**src/rtl/core/ring_slot_pool_with_remove_unit_macros.svh**
```systemverilog
// Assertion macros shared by the RTL.
`ifndef RING_SLOT_POOL_WITH_REMOVE_UNIT_MACROS_SVH
`define RING_SLOT_POOL_WITH_REMOVE_UNIT_MACROS_SVH

`ifndef ASSERT_OFF
`define RSPR_ASSERT(lbl, prop, msg) \
   lbl: assert property (@(posedge clock) disable iff (reset) prop) \
      else $error(msg);
`define RSPR_ASSERT_NORST(lbl, prop, msg) \
   lbl: assert property (@(posedge clock) prop) \
      else $error(msg);
`else
`define RSPR_ASSERT(lbl, prop, msg)
`define RSPR_ASSERT_NORST(lbl, prop, msg)
`endif

`endif

```
**src/rtl/core/rspr_pkg.sv**
```systemverilog
package rspr_pkg;

   localparam int CAPACITY_DEF = 256;
   localparam int HANDLE_W     = 32;
   localparam int COUNT_OUT_W  = 9;

   typedef enum logic [1:0] {
      OP_PUSH    = 2'd0,
      OP_POP     = 2'd1,
      OP_REMOVE  = 2'd2,
      OP_INVALID = 2'd3
   } rspr_op_type;

   typedef enum logic [1:0] {
      ST_OK        = 2'd0,
      ST_EMPTY     = 2'd1,
      ST_REJECT    = 2'd2,
      ST_NOT_FOUND = 2'd3
   } rspr_status_type;

   typedef struct packed {
      logic [HANDLE_W-1:0]    popped_handle;
      rspr_status_type        status;
      logic [COUNT_OUT_W-1:0] item_count;
   } rspr_result_type;

endpackage

```
**src/rtl/core/rspr_ctrl.sv**
```systemverilog
`include "ring_slot_pool_with_remove_unit_macros.svh"

module rspr_ctrl #(
   parameter int CAPACITY = rspr_pkg::CAPACITY_DEF
) (
   input  logic                                     clock,
   input  logic                                     reset,
   input  logic                                     req_valid,
   output logic                                     req_stall,
   input  logic [1:0]                               req_operation,
   input  logic [rspr_pkg::HANDLE_W-1:0]            req_handle,
   input  logic                                     out_free,
   output logic                                     fin,
   output rspr_pkg::rspr_result_type                result,
   output logic                                     mem_rd_en,
   output logic [((CAPACITY > 1) ? $clog2(CAPACITY) : 1)-1:0] mem_rd_addr,
   input  logic [rspr_pkg::HANDLE_W-1:0]            mem_rd_data,
   output logic                                     mem_wr_en,
   output logic [((CAPACITY > 1) ? $clog2(CAPACITY) : 1)-1:0] mem_wr_addr,
   output logic [rspr_pkg::HANDLE_W-1:0]            mem_wr_data
);
   import rspr_pkg::*;

   localparam int RING_LOG = $clog2(CAPACITY);
   localparam int RING     = 1 << RING_LOG;
   localparam int PTR_W    = (RING_LOG > 0) ? RING_LOG : 1;
   localparam int CNT_W    = RING_LOG + 1;
   localparam logic [PTR_W-1:0] PTR_MASK = PTR_W'(RING - 1);
   localparam logic [CNT_W-1:0] RING_CNT = CNT_W'(RING);

   typedef enum logic [2:0] {
      S_CLEAR,
      S_IDLE,
      S_TAKE,
      S_SEARCH,
      S_PLACE,
      S_DONE
   } state_type;

   state_type           state_ff,    state_in;
   logic [PTR_W-1:0]    scan_addr_ff, scan_addr_in;
   logic [CNT_W-1:0]    scan_left_ff, scan_left_in;
   logic                data_vld_ff, data_vld_in;
   logic [PTR_W-1:0]    data_idx_ff, data_idx_in;
   rspr_op_type         op_ff,       op_in;
   logic [HANDLE_W-1:0] key_ff,      key_in;
   logic [HANDLE_W-1:0] value_ff,    value_in;
   logic [PTR_W-1:0]    rp_ff,       rp_in;
   logic [PTR_W-1:0]    wp_ff,       wp_in;
   logic [CNT_W-1:0]    cnt_ff,      cnt_in;
   logic [HANDLE_W-1:0] popped_ff,   popped_in;
   rspr_status_type     status_ff,   status_in;

   logic                    match;
   logic                    hit;
   logic                    scanning;
   logic                    issue;
   logic [PTR_W-1:0]        idx_next;
   logic [CNT_W+COUNT_OUT_W-1:0] cnt_wide;
   rspr_op_type             req_op;

   assign req_op   = rspr_op_type'(req_operation);
   assign idx_next = PTR_W'(data_idx_ff + PTR_W'(1)) & PTR_MASK;
   assign cnt_wide = (CNT_W + COUNT_OUT_W)'(cnt_ff);

   always_comb begin
      unique case (state_ff)
         S_TAKE:   match = (mem_rd_data != '0);
         S_PLACE:  match = (mem_rd_data == '0);
         S_SEARCH: match = (mem_rd_data == key_ff);
         default:  match = 1'b0;
      endcase
   end

   assign scanning = (state_ff == S_TAKE) || (state_ff == S_SEARCH) || (state_ff == S_PLACE);
   assign hit      = scanning && data_vld_ff && match;
   assign issue    = scanning && !hit && (scan_left_ff != '0);

   always_comb begin
      state_in     = state_ff;
      scan_addr_in = scan_addr_ff;
      scan_left_in = scan_left_ff;
      data_vld_in  = issue;
      data_idx_in  = scan_addr_ff;
      op_in        = op_ff;
      key_in       = key_ff;
      value_in     = value_ff;
      rp_in        = rp_ff;
      wp_in        = wp_ff;
      cnt_in       = cnt_ff;
      popped_in    = popped_ff;
      status_in    = status_ff;

      req_stall    = 1'b1;
      fin          = 1'b0;
      mem_rd_en    = issue;
      mem_rd_addr  = scan_addr_ff;
      mem_wr_en    = 1'b0;
      mem_wr_addr  = data_idx_ff;
      mem_wr_data  = '0;

      result.popped_handle = popped_ff;
      result.status        = status_ff;
      result.item_count    = cnt_wide[COUNT_OUT_W-1:0];

      if (issue) begin
         scan_addr_in = PTR_W'(scan_addr_ff + PTR_W'(1)) & PTR_MASK;
         scan_left_in = scan_left_ff - CNT_W'(1);
      end

      unique case (state_ff)
         S_CLEAR: begin
            mem_wr_en    = 1'b1;
            mem_wr_addr  = scan_addr_ff;
            scan_addr_in = PTR_W'(scan_addr_ff + PTR_W'(1)) & PTR_MASK;
            scan_left_in = scan_left_ff - CNT_W'(1);
            if (scan_left_ff == CNT_W'(1)) begin
               state_in = S_IDLE;
            end
         end
         S_IDLE: begin
            req_stall = 1'b0;
            if (req_valid) begin
               op_in     = req_op;
               key_in    = req_handle;
               value_in  = req_handle;
               popped_in = '0;
               status_in = ST_OK;
               state_in  = S_DONE;
               scan_left_in = RING_CNT;
               unique case (req_op)
                  OP_PUSH: begin
                     if (req_handle == '0 || cnt_ff >= RING_CNT) begin
                        status_in = ST_REJECT;
                     end else begin
                        scan_addr_in = wp_ff;
                        state_in     = S_PLACE;
                     end
                  end
                  OP_POP, OP_REMOVE: begin
                     if (req_op == OP_REMOVE && req_handle == '0) begin
                        status_in = ST_REJECT;
                     end else if (cnt_ff == '0) begin
                        status_in = ST_EMPTY;
                     end else begin
                        scan_addr_in = rp_ff;
                        state_in     = S_TAKE;
                     end
                  end
                  default: begin
                     status_in = ST_REJECT;
                  end
               endcase
            end
         end
         S_TAKE: begin
            if (hit) begin
               mem_wr_en = 1'b1;
               rp_in     = idx_next;
               cnt_in    = cnt_ff - CNT_W'(1);
               if (op_ff == OP_POP) begin
                  popped_in = mem_rd_data;
                  state_in  = S_DONE;
               end else if (mem_rd_data == key_ff) begin
                  state_in = S_DONE;
               end else begin
                  value_in     = mem_rd_data;
                  scan_addr_in = '0;
                  scan_left_in = RING_CNT;
                  state_in     = S_SEARCH;
               end
            end
         end
         S_SEARCH: begin
            if (hit) begin
               mem_wr_en   = 1'b1;
               mem_wr_data = value_ff;
               state_in    = S_DONE;
            end else if (data_vld_ff && scan_left_ff == '0) begin
               status_in    = ST_NOT_FOUND;
               scan_addr_in = wp_ff;
               scan_left_in = RING_CNT;
               state_in     = S_PLACE;
            end
         end
         S_PLACE: begin
            if (hit) begin
               mem_wr_en   = 1'b1;
               mem_wr_data = value_ff;
               wp_in       = idx_next;
               cnt_in      = cnt_ff + CNT_W'(1);
               state_in    = S_DONE;
            end
         end
         S_DONE: begin
            if (out_free) begin
               fin      = 1'b1;
               state_in = S_IDLE;
            end
         end
         default: begin
            state_in = S_IDLE;
         end
      endcase
   end

   always_ff @(posedge clock) begin
      if (reset) begin
         state_ff     <= S_CLEAR;
         scan_addr_ff <= '0;
         scan_left_ff <= RING_CNT;
         data_vld_ff  <= 1'b0;
         rp_ff        <= '0;
         wp_ff        <= '0;
         cnt_ff       <= '0;
      end else begin
         state_ff     <= state_in;
         scan_addr_ff <= scan_addr_in;
         scan_left_ff <= scan_left_in;
         data_vld_ff  <= data_vld_in;
         rp_ff        <= rp_in;
         wp_ff        <= wp_in;
         cnt_ff       <= cnt_in;
      end
      data_idx_ff <= data_idx_in;
      op_ff       <= op_in;
      key_ff      <= key_in;
      value_ff    <= value_in;
      popped_ff   <= popped_in;
      status_ff   <= status_in;
   end

   `RSPR_ASSERT(a_cnt_bound, cnt_ff <= RING_CNT, "held count above ring size")
   `RSPR_ASSERT(a_wr_phase, mem_wr_en |-> (state_ff == S_CLEAR || scanning), "write outside scan")
   `RSPR_ASSERT(a_take_nonempty, state_ff == S_TAKE |-> cnt_ff != '0, "take scan on empty pool")
   `RSPR_ASSERT(a_place_room, state_ff == S_PLACE |-> cnt_ff < RING_CNT, "place scan on full pool")

endmodule

```
**config.mk**
```make
export PLATFORM = sky130hd
export DESIGN_NAME = rspr_ctrl
export DESIGN_NICKNAME = d
export VERILOG_FILES = /design/src/rtl/core/rspr_pkg.sv /design/src/rtl/core/rspr_ctrl.sv
export VERILOG_INCLUDE_DIRS = /design/src /design/src/rtl/core
export SDC_FILE = /design/constraint.sdc
export NUM_CORES = 1
export LEC_CHECK = 0
export BUFFER_PORTS_ARGS = -buffer_cell sky130_fd_sc_hd__buf_4
export CAP_MARGIN = 15
export CORE_MARGIN = 3
export CORE_UTILIZATION = 55
export CTS_CLUSTER_DIAMETER = 50
export DETAILED_ROUTE_END_ITERATION = 16
export PLACE_DENSITY_LB_ADDON = 0.1
export SETUP_SLACK_MARGIN = 0.5
export SLEW_MARGIN = 20
export SYNTH_ARGS = -nofsm -noshare
export SYNTH_HDL_FRONTEND = slang
export SYNTH_SLANG_ARGS = --single-unit
```
**constraint.sdc**
```tcl
create_clock -name clock -period 10.8 [get_ports clock]
set_clock_uncertainty 0.2 [all_clocks]
set_input_delay 1.08 -clock clock [delete_from_list [all_inputs] [get_ports clock]]
set_output_delay 1.08 -clock clock [all_outputs]
set_load 0.02 [all_outputs]
```
**Word-level counts from Yosys, hierarchy flattened**

Index checks and enable logic that the tools add are counted.

- Flip-flop bits (word level): 154
- Input bits: 70

- Add/subtract/negate cells: 5
- Mux-type cells: 63
- Eq/ne operators: 21
- Reductions and logical operators: 32
- Magnitude comparators: 1

Operators with widths:

| operator | number |
|---|---|
| 2-to-1 mux 32 bit | 9 |
| case mux 32 bit (2 select lines) | 2 |
| 2-to-1 mux 8 bit | 11 |
| 2-to-1 mux 9 bit | 9 |
| zero test 32 bit | 2 |
| case mux 9 bit (4 select lines) | 1 |
| 2-to-1 mux 3 bit | 11 |
| == test 32 bit | 1 |
| case mux 8 bit (4 select lines) | 1 |
| nonzero test 32 bit | 1 |
| zero test 9 bit | 2 |
| case mux 3 bit (6 select lines) | 1 |
| case mux 9 bit (2 select lines) | 1 |
| subtractor 9 x 1 -> 9 bit, second input constant | 2 |
| adder 8 x 1 -> 8 bit, second input constant | 2 |
| != test 2 bit, second input constant | 8 |
| case mux 8 bit (2 select lines) | 1 |
| 2-to-1 mux 2 bit | 5 |
| adder 9 x 1 -> 9 bit, second input constant | 1 |
| == test 9 x 1 -> 1 bit, second input constant | 1 |
| >= comparator 9 bit, second input constant | 1 |
| nonzero test 9 bit | 1 |
| case mux 2 bit (2 select lines) | 2 |
| AND reduction 4 bit | 2 |
| 23 further kinds | 44 |

**Longest topological paths before layout**

- Word-level depth: 14
- Gate-level depth with buffers: 12

**Worst setup path after synthesis**

OpenSTA, ideal clock, no wires.

- Path kind: input to register
- Start: input port mem_rd_data[27] in the netlist's numbering
- End: register popped_ff[0] (enable)
- Slack: 6.038 ns
- Arrival time: 4.130 ns
- Stages: 7
- Required time: 10.168 ns
- Library setup time: 0.432 ns
- Cells stage by stage: nor4_1 -> nand2_1 -> nor4_4 -> mux2_4 -> and2_1 -> buf_2 -> a21oi_1

- Cells in the longest elaborated chain, start to end: 5
- Elaborated cells on any way between the ends: 7
- Those cells by class: 2 x eq/ne; 1 x mux; 4 x reduce/logical

Ends and longest elaborated chain:

| what | line | text |
|---|---|---|
| start, declared | rspr_ctrl.sv:17 | `input logic [rspr_pkg::HANDLE_W-1:0] mem_rd_data,` |
| == test 32 bit, or another cell as far along | rspr_ctrl.sv:70 | `S_SEARCH: match = (mem_rd_data == key_ff);` |
| case mux 1 bit (3 select lines) * | rspr_ctrl.sv:67 | `unique case (state_ff)` |
| logical AND 1 bit * | rspr_ctrl.sv:76 | `assign hit = scanning && data_vld_ff && match;` |
| != test 2 bit (no line) * | n/a |  |
| AND reduction 4 bit (no line) * | n/a |  |
| end signal, assigned | rspr_ctrl.sv:229 | `popped_ff <= popped_in;` |
| end, declared | rspr_ctrl.sv:51 | `logic [HANDLE_W-1:0] popped_ff, popped_in;` |

Every way passes the cells marked *; elsewhere a longest branch is shown, timed or not.
A chain may end at the register's enable or synchronous reset.

**Final worst setup path**

- Start: input port mem_rd_data[24] in the netlist's numbering
- End: output port mem_wr_data[27] in the netlist's numbering

- Cells in the longest elaborated chain, start to end: 5
- Elaborated cells on any way between the ends: 7
- Those cells by class: 1 x eq/ne; 3 x mux; 3 x reduce/logical

Ends and longest elaborated chain:

| what | line | text |
|---|---|---|
| == test 32 bit, or another cell as far along | rspr_ctrl.sv:70 |  |
| case mux 1 bit (3 select lines) * | rspr_ctrl.sv:67 |  |
| logical AND 1 bit * | rspr_ctrl.sv:76 |  |
| 2-to-1 mux 32 bit * | rspr_ctrl.sv:175, rspr_ctrl.sv:187 |  |
| 2-to-1 mux 32 bit * | n/a |  |
| end, declared | rspr_ctrl.sv:20 | `output logic [rspr_pkg::HANDLE_W-1:0] mem_wr_data` |

Marked as above.

==> impl_metrics.tcl <==
set metrics [dict create \
    min_from "mem_rd_addr[7]$_SDFF_PP0_" \
    detail_route.wl_per_cell_um 19.7 \
    synth_flop_cell "edfxtp_1" \
    ff2ff_setup_slack_ps 6550 \
    numPortBuffers 164 \
    slew_headroom_pct 41.7 \
    crit_chain "buf_4, xnor2_1, nand4_1, nor4_1, nand4_1, and2_1, a21oi_4, and2_1, buf_4" \
    netlist_area_um2 7480 \
    dr.pass1.iters 5 \
    routed_via_density 5.97 \
    final_util_pct 72.8 \
    clockRootBuffer "clkbuf_16" \
    endpoint_kind "primary output" \
    avgSynthCellArea_um2 10.9 \
    clk_pin_slew_ps 60 \
    hpwl_um 14700 \
    drtIter0Drc 612 \
    grt_pass1_wl_um 31100 \
    drt_wl_total_um 20400 \
    cts_hold_buf 0 \
    r2r-end "cnt_ff[8]$_SDFFE_PP0P_" \
    worst_ir_drop_vdd_v 0.000139 \
    maxCapViolations 0 \
    dieArea_um2 15000 \
    netlist.area_leader.share_pct 40.1 \
    p_leak_uw 0.00387 \
    path_class "in -> out" \
    die_y_um 123 \
    critPathRequiredTime_ps 9520 \
    antenna_found_initial 0 \
    drive_gt1_share_pct 25.0 \
    synth-seq-area-share_pct 54.6 \
    crit_fanout 32 \
    fin_crit_ps 5380 \
    mostFrequentLayoutCell "buf_4" \
    cts_max_path_buffers 2 \
    synth_edf_count 100 \
    arrival_ps 4100 \
    gp_congestion 0.966 \
    io-pin-count 165 \
    cp_slowest_stage_delay_ps 640 \
    synth_cell_types 61 \
    cpLargestDelayFamily "simple AND/OR/NAND/NOR gates" \
    finalSetupTns_ps 0 \
    hold_path_class "reg -> reg" \
    async_flop_share_pct 0 \
    htreeDepth 4 \
    stdcell_count 1035 \
    chipWidth_um 123 \
    syn-num-nets 773 \
    grt-ovfl-total 0 \
    grt.total_usage_pct 27.2 \
    core_area_um2 13000 \
    setup_viol_count_final 0 \
    vias 6175 \
    fp-row-count 41 \
    clock-sinks 154 \
    initial_core_util_pct 57.6 \
    r2r_cells 12 \
    cts-resized-gates 0 \
    ys_warn_count 0 \
    synth_top_area_cell "edfxtp_1" \
    preCtsSetupSlack_ps 5130 \
    tightest_slew_ps 875 \
    cp_num_buf_inv 2 \
    rsz0062_at_grt "no" \
    worst_hold_path.num_cells 0 \
    hold_viol 0 \
    dp.cells 1003 \
    power_density_nw_per_um2 203 \
    ys_ff_latch 154 \
    cp-start-kind "primary input" \
    grt_pass1_vias 5980 \
    final_nets 936 \
    synthCells 688 \
    drv_slew 0 \
    worstSkewPairLatency_ps 430 \
    status "finished clean" \
    ant_nets 0 \
    final_cell_mix "buf_4 (169), edfxtp_1 (100), and2_1 (67)" \
    cts-buffers-inserted 17 \
    post_cts_buffers 0 \
    cts_tree "yes" \
    n_fill_cell 951 \
    synth_area_leaders "edfxtp_1 (40%), dfxtp_1 (14%), and2_1 (5.7%)" \
    slowest_stage "nor4_1" \
    finalPower_uw 1920 \
    diodes 0 \
    syn_to_final_growth_pct 26.3 \
    drc 0 \
    worst_slack_ps 5420 \
    max_freq_mhz 186 \
    whs_endpoint "data_idx_ff[7]$_DFF_P_" \
    r2r_start "state_ff[2]$_SDFFE_PP0P_" \
    min_period_over_period_pct 49.8 \
    grt_max_degree 46 \
]
[cell type report]
cell class	count	area (um^2)	share of cell area, %
clock buffers	28	520	5.51
clock inverters	3	16.3	0.172
inverters	14	52.6	0.556
multi-input cells	494	3260	34.5
flip-flops and latches	154	4080	43.2
well taps	172	215	2.28
repair buffers	170	1300	13.7
[power breakdown]
| group | switching, uW | internal, uW | leakage (uW) |
|---|---|---|---|
| clock network | 218 | 325 | 0.000268 |
| registers | 62.0 | 746 | 0.00136 |
| logic | 347 | 223 | 0.00224 |
[per-layer routing]
layer / part of all wire (%) / vias to the layer above / track usage, %
met3: 7.6 / 52 / 5.35
li1: - / 2844 / -
met4: 2.5 / 0 / 10.9
met1: 40 / 2978 / 34.1
met2: 50 / 301 / 46.4
met5: 0 / - / 0
[state kept, by name, summed over array words and instances, names as in the netlist, 2 cells and up]
name / cells
popped_ff: 32
value_ff: 32
mem_rd_addr: 8
scan_left_ff: 9
rp_ff: 8
key_ff: 32
data_idx_ff: 8
status_ff: 2
cnt_ff: 9
state_ff: 3
wp_ff: 8
op_ff: 2
[kinds of logic (layout without fill, tap and decap cells)]
group	Yosys count	count (layout)	synth area share, %
AND/OR/NAND/NOR	266	266	18.8
flip-flops	154	154	54.6
AO/OA/AOI/OAI	145	145	13.7
XOR/XNOR	57	57	6.67
buffers and inverters	40	215	2.09
adder cells (fa/ha/maj)	15	15	2.61
multiplexers	11	11	1.54
[cell usage after synthesis, types with 2 or more instances]
| cell type | instances |
|---|---|
| a211oi_1 | 8 |
| a21boi_0 | 2 |
| a21o_1 | 38 |
| a21oi_1 | 33 |
| a221oi_1 | 7 |
| a222oi_1 | 2 |
| a22o_1 | 5 |
| a22oi_1 | 2 |
| a311oi_1 | 7 |
| a31oi_1 | 4 |
| and2_1 | 68 |
| and3_1 | 7 |
| buf_2 | 2 |
| clkbuf_1 | 22 |
| dfxtp_1 | 54 |
| edfxtp_1 | 100 |
| ha_1 | 14 |
| inv_1 | 13 |
| mux2i_1 | 10 |
| nand2_1 | 49 |
| nand3_1 | 9 |
| nand4_1 | 15 |
| nor2_1 | 58 |
| nor2b_1 | 7 |
| nor3_1 | 14 |
| nor3b_1 | 3 |
| nor4_1 | 20 |
| o21a_1 | 2 |
| o21ai_0 | 10 |
| o21ai_1 | 2 |
| o21bai_1 | 4 |
| o22ai_1 | 3 |
| o22ai_2 | 2 |
| o2bb2ai_1 | 3 |
| o31ai_1 | 3 |
| or2_2 | 5 |
| or3_1 | 2 |
| xnor2_1 | 42 |
| xor2_1 | 15 |
[through the flow]
| step | hold slack [ps] | instance area, um^2 |
|---|---|---|
| after floorplan | 250 | 7480 |
| after global placement | 211 | 8870 |
| final | 222 | 9450 |
| after global routing | 247 | 9450 |
| after detailed placement | 219 | 8880 |
| after CTS | 228 | 9410 |
[worst max-delay path by stage]
stage	from	to	slack [ps]	depth (start not counted)
3_5_place_dp	mem_rd_data[24]	mem_wr_data[27]	5130	9
3_3_place_gp	mem_rd_data[24]	mem_wr_data[31]	5400	9
4_1_cts	mem_rd_data[17]	mem_wr_data[27]	5120	9
2_1_floorplan	mem_rd_data[27]	popped_ff[0]$_SDFFCE_PN0P_	6040	7
6_report	mem_rd_data[24]	mem_wr_data[27]	5420	9
5_1_grt	mem_rd_data[24]	mem_wr_data[0]	5270	9
(Power assumes the default switching activity.)
